$ cat config.mk
export PLATFORM = sky130hd
export DESIGN_NAME = infix_to_postfix_converter
export DESIGN_NICKNAME = d
export VERILOG_FILES = /design/src/hdl/itp_pkg.sv /design/src/hdl/itp_ctrl.sv /design/src/hdl/itp_datapath.sv /design/src/hdl/infix_to_postfix_converter.sv
export SDC_FILE = /design/constraint.sdc
export NUM_CORES = 1
export LEC_CHECK = 0
export BUFFER_PORTS_ARGS = -buffer_cell sky130_fd_sc_hd__buf_2
export CAP_MARGIN = 20
export CORE_MARGIN = 4
export CORE_UTILIZATION = 60
export CTS_CLUSTER_SIZE = 14
export DETAILED_ROUTE_END_ITERATION = 6
export PLACE_DENSITY_LB_ADDON = 0.3
export REMOVE_ABC_BUFFERS = 1
export SYNTH_ARGS = -nofsm -noshare
export SYNTH_HDL_FRONTEND = slang
export SYNTH_HIERARCHICAL = 1
export SYNTH_SLANG_ARGS = --single-unit
export TNS_END_PERCENT = 100
$ cat constraint.sdc
create_clock -name clk -period 9.59 [get_ports clk]
set_input_delay 0.4795 -clock clk [delete_from_list [all_inputs] [get_ports clk]]
set_output_delay 0.4795 -clock clk [all_outputs]
set_load 0.01 [all_outputs]
$ cat src/hdl/itp_pkg.sv
// itp_pkg: types, character codes and helper functions for the infix to postfix converter
// used by itp_ctrl, itp_datapath and infix_to_postfix_converter; no dependencies
`default_nettype none

package itp_pkg;

    localparam logic [7:0] CH_PLUS   = 8'h2B;
    localparam logic [7:0] CH_MINUS  = 8'h2D;
    localparam logic [7:0] CH_STAR   = 8'h2A;
    localparam logic [7:0] CH_SLASH  = 8'h2F;
    localparam logic [7:0] CH_CARET  = 8'h5E;
    localparam logic [7:0] CH_LPAREN = 8'h28;
    localparam logic [7:0] CH_RPAREN = 8'h29;

    typedef struct packed {
        logic [7:0] symbol;
        logic       final_char;
    } in_item_t;

    typedef struct packed {
        logic [7:0] out_symbol;
        logic       has_symbol;
        logic       run_last;
        logic       expr_end;
        logic       overflow;
    } out_item_t;

    // commands from the controller to the datapath
    typedef struct packed {
        logic load;
        logic emit_sym;
        logic push;
        logic pop_emit;
        logic pop_drop;
        logic finish;
    } cmd_t;

    // status from the datapath to the controller
    typedef struct packed {
        logic is_alnum;
        logic is_lparen;
        logic is_rparen;
        logic fin;
        logic stack_empty;
        logic top_is_lparen;
        logic top_pops;
        logic out_free;
    } status_t;

    function automatic logic [1:0] prec_of(input logic [7:0] c);
        logic [1:0] p;
        p = 2'd0;
        if ((c == CH_PLUS) || (c == CH_MINUS)) begin
            p = 2'd1;
        end
        else if ((c == CH_STAR) || (c == CH_SLASH)) begin
            p = 2'd2;
        end
        else if (c == CH_CARET) begin
            p = 2'd3;
        end
        return p;
    endfunction

    function automatic logic is_alnum(input logic [7:0] c);
        return ((c >= 8'h30) && (c <= 8'h39)) ||
               ((c >= 8'h41) && (c <= 8'h5A)) ||
               ((c >= 8'h61) && (c <= 8'h7A));
    endfunction

endpackage

`default_nettype wire

$ cat src/hdl/itp_ctrl.sv
// itp_ctrl: sequencer for the infix to postfix converter
// depends on itp_pkg (cmd_t, status_t)
`default_nettype none

module itp_ctrl (
    input  wire               clk,
    input  wire               rst_n,
    input  wire               sym_valid,
    output logic              sym_stall,
    input  itp_pkg::status_t  st,
    output itp_pkg::cmd_t     cmd
);

    localparam logic [1:0] S_IDLE  = 2'd0;
    localparam logic [1:0] S_EVAL  = 2'd1;
    localparam logic [1:0] S_FLUSH = 2'd2;
    localparam logic [1:0] S_DONE  = 2'd3;

    logic [1:0] state_reg;
    logic [1:0] state_next;

    always_ff @(posedge clk or negedge rst_n)
    begin
        if (!rst_n) begin
            state_reg <= S_IDLE;
        end
        else begin
            state_reg <= state_next;
        end
    end

    assign sym_stall = (state_reg != S_IDLE);

    always_comb
    begin
        logic [1:0] after;
        after      = st.fin ? S_FLUSH : S_DONE;
        cmd        = '0;
        state_next = state_reg;
        unique case (state_reg)
            S_IDLE:
            begin
                if (sym_valid) begin
                    cmd.load   = 1'b1;
                    state_next = S_EVAL;
                end
            end
            S_EVAL:
            begin
                if (st.out_free) begin
                    if (st.is_alnum) begin
                        cmd.emit_sym = 1'b1;
                        state_next   = after;
                    end
                    else if (st.is_lparen) begin
                        cmd.push   = 1'b1;
                        state_next = after;
                    end
                    else if (st.is_rparen) begin
                        if (!st.stack_empty && !st.top_is_lparen) begin
                            cmd.pop_emit = 1'b1;
                        end
                        else begin
                            // matching bracket is discarded
                            cmd.pop_drop = !st.stack_empty;
                            state_next   = after;
                        end
                    end
                    else begin
                        if (!st.stack_empty && st.top_pops) begin
                            cmd.pop_emit = 1'b1;
                        end
                        else begin
                            cmd.push   = 1'b1;
                            state_next = after;
                        end
                    end
                end
            end
            S_FLUSH:
            begin
                if (st.out_free) begin
                    if (!st.stack_empty) begin
                        cmd.pop_emit = 1'b1;
                    end
                    else begin
                        state_next = S_DONE;
                    end
                end
            end
            S_DONE:
            begin
                if (st.out_free) begin
                    cmd.finish = 1'b1;
                    state_next = S_IDLE;
                end
            end
            default:
            begin
                state_next = S_IDLE;
            end
        endcase
    end

endmodule

`default_nettype wire

$ cat src/hdl/itp_datapath.sv
// itp_datapath: operator stack, held-back result and output register
// depends on itp_pkg (types, character codes, prec_of, is_alnum)
`default_nettype none

module itp_datapath #(
    parameter int STACK_DEPTH = 16
) (
    input  wire                 clk,
    input  wire                 rst_n,
    input  itp_pkg::in_item_t   sym_item,
    input  itp_pkg::cmd_t       cmd,
    output itp_pkg::status_t    st,
    output logic                pf_valid,
    input  wire                 pf_stall,
    output itp_pkg::out_item_t  pf_item
);

    localparam int CNTW = $clog2(STACK_DEPTH + 1);
    localparam int IDXW = $clog2(STACK_DEPTH);
    localparam logic [CNTW-1:0] DEPTH_C = CNTW'(STACK_DEPTH);

    logic [7:0]      stack_reg [STACK_DEPTH];
    logic [CNTW-1:0] count_reg;
    logic            ovf_reg;
    logic [7:0]      sym_reg;
    logic            fin_reg;
    logic [7:0]      pend_sym_reg;
    logic            pend_valid_reg;
    logic            out_valid_reg;
    itp_pkg::out_item_t out_reg;

    logic [CNTW-1:0] count_m1;
    logic [7:0]      top_sym;
    logic            out_free;
    logic            new_res;
    logic [7:0]      new_sym;

    assign count_m1 = count_reg - 1'b1;
    assign top_sym  = stack_reg[count_m1[IDXW-1:0]];
    assign out_free = !out_valid_reg || !pf_stall;
    assign new_res  = cmd.pop_emit || cmd.emit_sym;
    assign new_sym  = cmd.pop_emit ? top_sym : sym_reg;

    always_comb
    begin
        st.is_alnum      = itp_pkg::is_alnum(sym_reg);
        st.is_lparen     = (sym_reg == itp_pkg::CH_LPAREN);
        st.is_rparen     = (sym_reg == itp_pkg::CH_RPAREN);
        st.fin           = fin_reg;
        st.stack_empty   = (count_reg == '0);
        st.top_is_lparen = (top_sym == itp_pkg::CH_LPAREN);
        st.top_pops      = (itp_pkg::prec_of(top_sym) >= itp_pkg::prec_of(sym_reg));
        st.out_free      = out_free;
    end

    // stack storage, no reset
    always_ff @(posedge clk)
    begin
        if (cmd.push && (count_reg < DEPTH_C)) begin
            stack_reg[count_reg[IDXW-1:0]] <= sym_reg;
        end
    end

    always_ff @(posedge clk)
    begin
        if (cmd.load) begin
            sym_reg <= sym_item.symbol;
            fin_reg <= sym_item.final_char;
        end
        if (new_res) begin
            pend_sym_reg <= new_sym;
        end
    end

    always_ff @(posedge clk or negedge rst_n)
    begin
        if (!rst_n) begin
            count_reg      <= '0;
            ovf_reg        <= 1'b0;
            pend_valid_reg <= 1'b0;
        end
        else begin
            if (cmd.push) begin
                if (count_reg < DEPTH_C) begin
                    count_reg <= count_reg + 1'b1;
                end
                else begin
                    ovf_reg <= 1'b1;
                end
            end
            else if (cmd.pop_emit || cmd.pop_drop) begin
                count_reg <= count_m1;
            end
            else if (cmd.finish && fin_reg) begin
                count_reg <= '0;
                ovf_reg   <= 1'b0;
            end
            if (new_res) begin
                pend_valid_reg <= 1'b1;
            end
            else if (cmd.finish) begin
                pend_valid_reg <= 1'b0;
            end
        end
    end

    // a result is held back one step so that run_last is known when it leaves
    logic load_out;
    assign load_out = (new_res && pend_valid_reg) ||
                      (cmd.finish && (pend_valid_reg || fin_reg));

    always_ff @(posedge clk or negedge rst_n)
    begin
        if (!rst_n) begin
            out_valid_reg <= 1'b0;
        end
        else if (load_out) begin
            out_valid_reg <= 1'b1;
        end
        else if (!pf_stall) begin
            out_valid_reg <= 1'b0;
        end
    end

    always_ff @(posedge clk)
    begin
        if (load_out) begin
            out_reg.out_symbol <= pend_valid_reg ? pend_sym_reg : 8'd0;
            out_reg.has_symbol <= pend_valid_reg;
            out_reg.run_last   <= cmd.finish;
            out_reg.expr_end   <= cmd.finish && fin_reg;
            out_reg.overflow   <= ovf_reg;
        end
    end

    assign pf_valid = out_valid_reg;
    assign pf_item  = out_reg;

endmodule

`default_nettype wire

$ cat src/hdl/infix_to_postfix_converter.sv
// infix_to_postfix_converter: top level, joins the sequencer and the stack datapath
// depends on itp_pkg, itp_ctrl and itp_datapath
`default_nettype none

// Takes one infix character per item on the sym channel and sends the postfix
// characters it releases on the pf channel, each result held back one step so
// that run_last and expr_end can be set on it. Each item is accepted, then
// evaluated, popping and emitting stack entries one at a time through the single
// stack port while it is evaluated (a matching open bracket is dropped in the
// evaluate step); after a final item the stack is flushed, and a closing step
// ends every item. Steps wait while the output register is full and stalled. A
// new item is taken only between items.
module infix_to_postfix_converter #(
    parameter int STACK_DEPTH = 16
) (
    input  wire                 clk,
    input  wire                 rst_n,
    input  wire                 sym_valid,
    output logic                sym_stall,
    input  itp_pkg::in_item_t   sym_item,
    output logic                pf_valid,
    input  wire                 pf_stall,
    output itp_pkg::out_item_t  pf_item
);

    itp_pkg::cmd_t    cmd;
    itp_pkg::status_t st;

    itp_ctrl u_ctrl (
        .clk       (clk),
        .rst_n     (rst_n),
        .sym_valid (sym_valid),
        .sym_stall (sym_stall),
        .st        (st),
        .cmd       (cmd)
    );

    itp_datapath #(
        .STACK_DEPTH (STACK_DEPTH)
    ) u_datapath (
        .clk      (clk),
        .rst_n    (rst_n),
        .sym_item (sym_item),
        .cmd      (cmd),
        .st       (st),
        .pf_valid (pf_valid),
        .pf_stall (pf_stall),
        .pf_item  (pf_item)
    );

endmodule

`default_nettype wire
==> results_dict.tcl, run 1 <==
set metrics [dict create \
    numClockSinks 167 \
    path_class "reg2reg" \
    final_cell_mix "edfxtp_1, nor2_1, buf_2" \
    hold_path.class "in2reg" \
    pin_count 27 \
    async_reset_ff_share_pct 5.99 \
    fin_total_pwr_mw 2.55 \
    max_stage_delay_ns 0.76 \
    synth_ff_type "edfxtp_1" \
    switchingPower_mw 0.856 \
    ys_warn_count 6 \
    route.antenna.remaining_nets 0 \
    grt_remaining_overflow 0 \
    stdcell_count 598 \
    grt_pass1_wl_um 21000 \
    clockRootBuffer "clkbuf_16" \
    worst_path_most_repeated_cell "nor2_1" \
    final_common_cell "edfxtp_1" \
    ys_seq_area_share_pct 69.1 \
    share_seq_of_total_power_pct 39.0 \
    areaGrowthSynthToFinish_pct 10.7 \
    synth_top_area_share_pct 65.6 \
    clk_path_buf_depth 2 \
    syn-mean-instance-area_um2 17.6 \
    grtUsageMet1_pct 28.0 \
    drtPass1Iterations 5 \
    power_density_nw_per_um2 320 \
    clk_latency_ns 0.42 \
    rows 39 \
    synth.largest_area_cell "edfxtp_1" \
    grt_pass1_vias 3677 \
    grt.total_usage_pct 20.4 \
    wl_per_cell_um 22.6 \
    drv_slew 0 \
    required_ns 9.62 \
    setup_viol 0 \
    cts_made_buffers 17 \
    p_leak_nw 2.77 \
    fmax_ghz 0.159 \
    r2r_end "u_datapath/stack_reg[5][2]" \
    min_delay_worst_endpoint "u_datapath/sym_reg[1]" \
    antenna_found_initial 0 \
    n_antenna_cell 0 \
    reg2reg_slack_ns 3.31 \
    holdPathStages 1 \
    worstPathArrival_ns 6.32 \
    wl_um 13500 \
    portBuffers 26 \
    nets 467 \
    max_cap_viol_count 0 \
    worst_pin_slew_ns 0.972 \
    via_count 3729 \
    synthCells 409 \
    rr_worst_depth 20 \
    grt-busiest-layer "met2" \
    cpMaxStageDelayCell "nor2_1" \
    reg2reg_from "u_datapath/count_reg[1]" \
    vias_per_cell 6.24 \
    start_util_pct 62.1 \
    grt_max_degree 37 \
    clkPwrFrac_pct 24.1 \
    clk_pin_slew_ns 0.06 \
    critPathLaunchType "flop" \
    use_met2_pct 32.7 \
    grt_use_met3_pct 4.62 \
    finalSetupTns_ns 0 \
    hp-start "sym_item[2]" \
    drc 0 \
    cp_max_fo 20 \
    drive_gt1_share_pct 21.8 \
    critPathTopFamily "simple AND/OR/NAND/NOR gates" \
    clock_skew_ns 0.00768 \
    ys_types 55 \
    finalCritPeriodShare_pct 65.5 \
    die_x_um 117 \
    syn_area_um2 7180 \
    combPwrFrac_pct 36.9 \
    cp_num_buf_inv 3 \
    cts_tree "built" \
    drtIter0Drc 426 \
    synthTopCellsByArea "edfxtp_1, mux4_2, mux4_1, dfrtp_1, mux2i_1" \
    gp_congestion 0.930 \
    netSwitchingFraction_pct 33.6 \
    crit_start "u_datapath/count_reg[1]" \
    internal_power_mw 1.69 \
    placed_cells 564 \
    end_kind "flop" \
    die_y_um 117 \
    rsz0062_at_grt "no" \
    min_period_ns 6.28 \
    dp_hpwl_um 8540 \
    peakVddDrop_mv 0.212 \
    status "finished clean" \
    synth-seq-cells 167 \
    cts_max_level 4 \
    synth_edf_count 157 \
    fp.dieArea_um2 13800 \
    finalHoldViolCount 0 \
    post_cts_buffers 0 \
    largest_reg_flops 128 \
    coreArea_um2 11600 \
    max-slew-margin-rel_pct 35.0 \
    whs_ns 0.235 \
    crit_chain "inv_1, ha_1, buf_4, mux4_2, mux2i_1, mux2i_1, nor4b_4, nand2_1, o31ai_1, o21ai_1, ha_1, nand2b_1, a21o_1, a21oi_1, nor2_1, nor3_1, inv_1, nor2_1, nand2_1, nor2_1" \
]
power by group through the flow:
stage                     Combinational (mW)  Clock [mW]  Sequential, mW
after floorplan                        0.656           0            1.03
after global placement                 0.916           0            1.00
after detailed placement               0.934           0            1.01
after CTS                              0.940       0.627           0.993
after global routing                    1.02       0.659            1.00
final                                  0.942       0.614           0.993
area by class of cell:
cell class / count / area, µm²
Sequential cell: 167 / 4970
Fill cell: 737 / 3610
Multi-Input combinational cell: 213 / 2050
Clock buffer: 17 / 425
Timing Repair Buffer: 33 / 185
Tap cell: 143 / 179
Clock inverter: 15 / 114
Inverter: 10 / 37.5
through the flow:
step / area (µm²) / worst slack [ns] / util, %
floorplan: 7050 / 2.92 / -
global placement: 7400 / 3.56 / 64.0
detailed placement: 7400 / 3.41 / 64.0
CTS: 7950 / 3.38 / 68.7
global route: 7960 / 2.93 / 68.8
finish: 7960 / 3.31 / 68.8
synthesized netlist by cell type (4+ instances only):
cell type    n
o21ai_0      6
and2_1      11
buf_4        5
mux4_1      10
ha_1        12
mux2_2       9
nand3_1      4
a21oi_1      7
edfxtp_1   157
dfrtp_1     10
clkbuf_1     7
mux2i_1     23
nand2_1     24
a21o_1       4
mux4_2      21
nor2_1      30
inv_1       10
repair_timing:
action / 4_1_cts / 5_1_grt
endpoints found under the setup margin: 0 / 0
hold buffers: 1 / 0
resized for setup: 0 / 0
hold endpoints to repair: 10 / 0
worst max path at each step:
stage | to | slack, ns | cells after the start
5_1_grt | u_datapath/stack_reg[5][2] | 2.93 | 20
3_5_place_dp | u_datapath/stack_reg[5][7] | 3.41 | 20
2_1_floorplan | u_datapath/stack_reg[11][0] | 2.92 | 19
3_3_place_gp | u_datapath/stack_reg[1][2] | 3.56 | 20
6_report | u_datapath/stack_reg[5][2] | 3.31 | 20
4_1_cts | u_datapath/stack_reg[5][2] | 3.38 | 20
logic make-up (layout without fill, tap and decap cells):
group | after synthesis | in the layout | share of synthesized area, %
compound gates | 35 | 35 | 3.17
xor+xnor | 6 | 6 | 0.836
fa+ha+maj | 12 | 12 | 2.09
buf+inv | 29 | 75 | 2.39
flops | 167 | 167 | 69.1
mux | 65 | 65 | 15.4
simple gates | 95 | 95 | 7.04
per-layer routing:
| layer | share of wire (%) | vias to the layer above |
|---|---|---|
| met5 | 0 | - |
| met2 | 50 | 125 |
| met3 | 5.9 | 26 |
| met1 | 43 | 1901 |
| met4 | 2.0 | 0 |
| li1 | - | 1677 |
No activity file was read; power rests on OpenSTA's default activity.
==> run 2, diff against run 1 <==
Clock period 9.59 ns to 5.8 ns, I/O delays scaled along.
==> run 2 against run 1 <==
  * Setup slack worse by 2.9 ns
  * Register-to-register slack worse by 2.9 ns
  * Cell area is 1.9% higher
  * Final cell count is 1.8% higher
  * Wire length is 3.7% higher
  * Non-clock buffer count is 11 higher
  * Global-route usage is 1.2 points higher
  * First-iteration DRC count is 0.70% lower
  * Sequential share of layout area is 1.1 points lower
  * Critical path depth stayed put
  * Maximum frequency is 16% higher
  * Clock-buffer cell count is 1 higher
==> results_dict.tcl, run 2 (same netlist as run 1, synthesis figures left out) <==
set metrics [dict create \
    clk_pin_slew_ns 0.07 \
    cts_max_level 4 \
    reg2reg_from "u_datapath/count_reg[0]" \
    place_ws_ns 0.472 \
    hold_path.class "in2reg" \
    clk_path_buf_depth 2 \
    die_y_um 117 \
    wl_per_cell_um 23.0 \
    die_x_um 117 \
    vias_per_cell 6.13 \
    wl_um 14000 \
    required_ns 5.85 \
    p_leak_nw 2.86 \
    finalHoldViolCount 0 \
    grt_max_degree 37 \
    fillers 723 \
    largest_reg_flops 128 \
    max-slew-margin-rel_pct 37.9 \
    drtIter0Drc 423 \
    r2r_end "u_datapath/stack_reg[2][3]" \
    final_cell_mix "edfxtp_1, nor2_1, buf_2" \
    grt_pass1_wl_um 22100 \
    grt_remaining_overflow 0 \
    pin_count 27 \
    reg2reg_slack_ns 0.39 \
    crit_path_end "u_datapath/stack_reg[2][3]" \
    drive_gt1_share_pct 24.7 \
    antenna_found_initial 0 \
    crit_start "u_datapath/count_reg[0]" \
    nets 478 \
    setup_viol 0 \
    rr_worst_depth 20 \
    end_kind "flop" \
    drv_slew 0 \
    status "finished clean" \
    critPathLaunchType "flop" \
    grt.total_usage_pct 21.6 \
    final_common_cell "edfxtp_1" \
    placed_cells 576 \
    start_util_pct 62.1 \
    portBuffers 26 \
    min_period_ns 5.41 \
    finalCritPeriodShare_pct 93.3 \
    power_density_nw_per_um2 539 \
    rows 39 \
    cp_max_fo 9 \
    seq_area_um2 4970 \
    whs_ns 0.0417 \
    stdcell_area_um2 8100 \
    route.antenna.remaining_nets 0 \
    coreArea_um2 11600 \
    areaGrowthSynthToFinish_pct 12.8 \
    clock_skew_ns 0.00932 \
    dp_hpwl_um 8740 \
    grt_pass1_vias 3799 \
    worstPathArrival_ns 5.46 \
    finalWorstSetupSlack_ns 0.389 \
    numClockSinks 167 \
    worst_pin_slew_ns 0.932 \
    rsz0062_at_grt "no" \
    n_antenna_cell 0 \
    cts_tree "built" \
    fmax_ghz 0.185 \
    stdcell_count 609 \
    max_cap_viol_count 0 \
    place_area_um2 7500 \
    cts_made_buffers 17 \
    fp.dieArea_um2 13800 \
    path_class "reg2reg" \
    multi_input_area_um2 2050 \
    clockRootBuffer "clkbuf_16" \
    drc 0 \
    via_count 3735 \
    fin_total_pwr_mw 4.37 \
    gp_congestion 0.874 \
    drtPass1Iterations 6 \
    clk_latency_ns 0.42 \
    peakVddDrop_mv 0.316 \
]
==> run 2: how the worst min path moves through the flow <==
stage	cells past startpoint	startpoint	slack, ns	end
floorplan	0	rst_n	-0.006	u_ctrl/state_reg[0]
global placement	1	rst_n	0.17	u_datapath/pend_valid_reg
detailed placement	1	rst_n	0.18	u_datapath/pend_valid_reg
CTS	1	sym_item[2]	0.02	u_datapath/sym_reg[1]
global route	1	sym_item[2]	0.02	u_datapath/sym_reg[1]
finish	1	sym_item[2]	0.04	u_datapath/sym_reg[1]
==> run 2: final cells by class <==
cell class                      instances  area share, %
Sequential cell                       167           61.3
Multi-Input combinational cell        213           25.3
Clock buffer                           18           5.30
Timing Repair Buffer                   44           3.46
Tap cell                              143           2.21
Clock inverter                         14           1.99
Inverter                               10          0.463
==> run 2: repair_timing <==
action                                 4_1_cts  5_1_grt
endpoints found under the hold margin       10        0
hold buffers                                 1        0
setup endpoints to repair                    0        8
buffers inserted                             0        0
resized for setup                            0        1
==> run 2: critical path, stage by stage, from the launching register on <==
cell	delay, ns
dfrtp_2	0.42
inv_1	0.18
ha_1	0.27
xor2_2	0.17
buf_4	0.25
mux4_2	0.54
mux2i_1	0.37
mux2i_4	0.17
nor2_1	0.18
and3_1	0.17
o21ai_1	0.06
ha_1	0.29
nand2b_1	0.14
a21o_1	0.19
a21oi_1	0.15
nor2_1	0.05
nor3_1	0.20
inv_1	0.12
nor2_1	0.28
nand2_1	0.16
nor2_1	0.65
==> run 2: power breakdown <==
group | switching, mW | total, mW | internal [mW]
sequential | 0.122 | 1.65 | 1.53
clock | 0.478 | 1.12 | 0.646
combinational | 0.884 | 1.60 | 0.713
total | 1.48 | 4.37 | 2.89
==> run 2: metrics by stage <==
step | setup TNS (ns) | utilization [%]
floorplan | -123.75 | -
global placement | 0 | 64.9
detailed placement | 0 | 64.9
CTS | 0 | 70.1
global route | 0 | 70.1
finish | 0 | 70.1
==> run 2: metal layers <==
metal,wire length (µm),GRT usage (%)
met5,0,0
met4,268,8.65
met3,935,6.16
met2,6920,33.1
met1,5900,29.7
==> run 3, diff against run 2 <==
--- a/config.mk
+++ b/config.mk
@@ -9,3 +9,3 @@
 export CAP_MARGIN = 20
-export CORE_MARGIN = 4
+export CORE_MARGIN = 5
 export CORE_UTILIZATION = 60
--- a/constraint.sdc
+++ b/constraint.sdc
@@ -3,2 +3,2 @@
 set_output_delay 0.29 -clock clk [all_outputs]
-set_load 0.01 [all_outputs]
+set_load 0.05 [all_outputs]
==> run 3 against run 2 <==
  * First-iteration DRC count shrank 21%
  * Critical endpoint is now u_datapath/stack_reg[3][0]
  * Critical path depth is the same
  * Clock power is essentially flat
  * Largest power group is now combinational logic
  * Via count is essentially flat
  * Sequential power is essentially flat
  * Total power grew 2.8%
  * Wire length shrank 2.7%
  * Critical path type unchanged
==> results_dict.tcl, run 3 (same netlist as run 1, synthesis figures left out) <==
set metrics [dict create \
    cts_max_level 4 \
    pin_count 27 \
    crit_chain "inv_1, ha_1, buf_12, mux4_1, mux2i_1, mux2i_1, nor4b_4, nand2_1, o31ai_1, o21ai_1, ha_1, nand2b_1, a21o_1, a21oi_1, nor2_1, nor3_1, inv_1, nor2_1, nand2_1, nor2_1" \
    p_leak_nw 2.86 \
    path_class "reg2reg" \
    final_cell_mix "edfxtp_1, nor2_1, buf_2" \
    clockRootBuffer "clkbuf_16" \
    grt_remaining_overflow 0 \
    power_density_nw_per_um2 554 \
    hp-start "sym_item[2]" \
    die_x_um 119 \
    clk_pin_slew_ns 0.06 \
    critPathTopFamily "simple AND/OR/NAND/NOR gates" \
    fillers 772 \
    cpMaxStageDelayCell "nor2_1" \
    via_count 3738 \
    largest_reg_flops 128 \
    cts_tree "built" \
    grtUsageMet1_pct 28.7 \
    min_period_ns 5.39 \
    max_stage_delay_ns 0.62 \
    cts_made_buffers 17 \
    drtPass1Iterations 5 \
    hold_path.class "in2reg" \
    drtIter0Drc 336 \
    antenna_found_initial 0 \
    die_y_um 119 \
    placed_cells 580 \
    dp_hpwl_um 8780 \
    stdcell_count 613 \
    peakVddDrop_mv 0.312 \
    cp_max_fo 30 \
    whs_ns 0.0480 \
    grt-busiest-layer "met2" \
    reg2reg_slack_ns 0.41 \
    worst_path_most_repeated_cell "nor2_1" \
    r2r_end "u_datapath/stack_reg[3][0]" \
    portBuffers 26 \
    use_met2_pct 31.9 \
    post_cts_buffers 0 \
    coreArea_um2 11900 \
    clk_latency_ns 0.42 \
    reg2reg_from "u_datapath/count_reg[1]" \
    drv_slew 0 \
    grt.total_usage_pct 20.5 \
    areaGrowthSynthToFinish_pct 12.9 \
    nets 478 \
    holdPathStages 1 \
    finalCritPeriodShare_pct 92.9 \
    cp_num_buf_inv 3 \
    n_antenna_cell 0 \
    vias_per_cell 6.10 \
    max_cap_viol_count 0 \
    fmax_ghz 0.186 \
    clk_path_buf_depth 2 \
    worst_pin_slew_ns 0.935 \
    rows 40 \
    finalWorstSetupSlack_ns 0.409 \
    place_ws_ns 0.417 \
    drive_gt1_share_pct 24.5 \
    final_common_cell "edfxtp_1" \
    drc 0 \
    min_delay_worst_endpoint "u_datapath/sym_reg[1]" \
    grt_max_degree 37 \
    clock_skew_ns 0.00848 \
    worstPathArrival_ns 5.44 \
    status "finished clean" \
    rr_worst_depth 20 \
    grt_pass1_wl_um 21400 \
    grt_use_met3_pct 5.27 \
    route.antenna.remaining_nets 0 \
    start_util_pct 60.6 \
    critPathLaunchType "flop" \
    max-slew-margin-rel_pct 37.7 \
    wl_um 13600 \
    grt_pass1_vias 3726 \
    gp_congestion 0.943 \
    setup_viol 0 \
    worstSetupPathDepth 20 \
    finalHoldViolCount 0 \
    required_ns 5.85 \
    wl_per_cell_um 22.3 \
    fp.dieArea_um2 14300 \
    rsz0062_at_grt "no" \
    end_kind "flop" \
    numClockSinks 167 \
]
run 3: cell count changes in the layout (fill, tap and decap cells not counted), sizes merged:
cell      change
clkinv        +5
clkinvlp      -2
clkbuf        +1
inv           -4
run 3: cell type report:
| type | instances | area [µm²] | area share (%) |
|---|---|---|---|
| sequential | 167 | 4970 | 61.2 |
| clock inverter | 13 | 148 | 1.82 |
| tap | 147 | 184 | 2.27 |
| timing repair buffer | 44 | 293 | 3.61 |
| multi-input combinational | 213 | 2050 | 25.3 |
| clock buffer | 19 | 433 | 5.34 |
| inverter | 10 | 37.5 | 0.463 |
run 3: per-stage QoR:
stage               TNS [ns]  instance area, µm²  total power, mW  util (%)
global placement           0                7520             3.38      63.4
global route               0                8110             4.71      68.4
CTS                        0                8110             4.51      68.4
detailed placement         0                7520             3.42      63.4
finish                     0                8110             4.49      68.4
floorplan            -123.75                7050             2.94         -
run 3: how the worst max path moves through the flow:
| stage | startpoint | to | slack [ns] |
|---|---|---|---|
| after CTS | u_datapath/count_reg[1] | u_datapath/stack_reg[2][0] | 0.37 |
| after global routing | u_datapath/count_reg[1] | u_datapath/stack_reg[3][2] | 0.03 |
| after floorplan | u_datapath/count_reg[0] | u_datapath/stack_reg[11][0] | -0.87 |
| after global placement | u_datapath/count_reg[1] | u_datapath/stack_reg[2][2] | 0.44 |
| final | u_datapath/count_reg[1] | u_datapath/stack_reg[3][0] | 0.41 |
| after detailed placement | u_datapath/count_reg[1] | u_datapath/stack_reg[2][2] | 0.42 |
run 3: power by group:
part | internal [mW] | leakage, nW | total (mW) | switching, mW
clock network | 0.639 | 0.284 | 1.09 | 0.450
registers | 1.53 | 1.55 | 1.65 | 0.124
logic | 0.721 | 1.03 | 1.75 | 1.03
run 3: layer usage:
| layer | wire, µm | part of all wire, % |
|---|---|---|
| met4 | 209 | 1.5 |
| met3 | 714 | 5.2 |
| met1 | 6010 | 44 |
| met5 | 0 | 0 |
| met2 | 6710 | 49 |
run 3: timing repair:
| action | 4_1_cts | 5_1_grt |
|---|---|---|
| gates resized for setup | 0 | 2 |
| hold buffers | 1 | 0 |
| hold endpoints to repair | 10 | 0 |
| endpoints found under the setup margin | 0 | 16 |
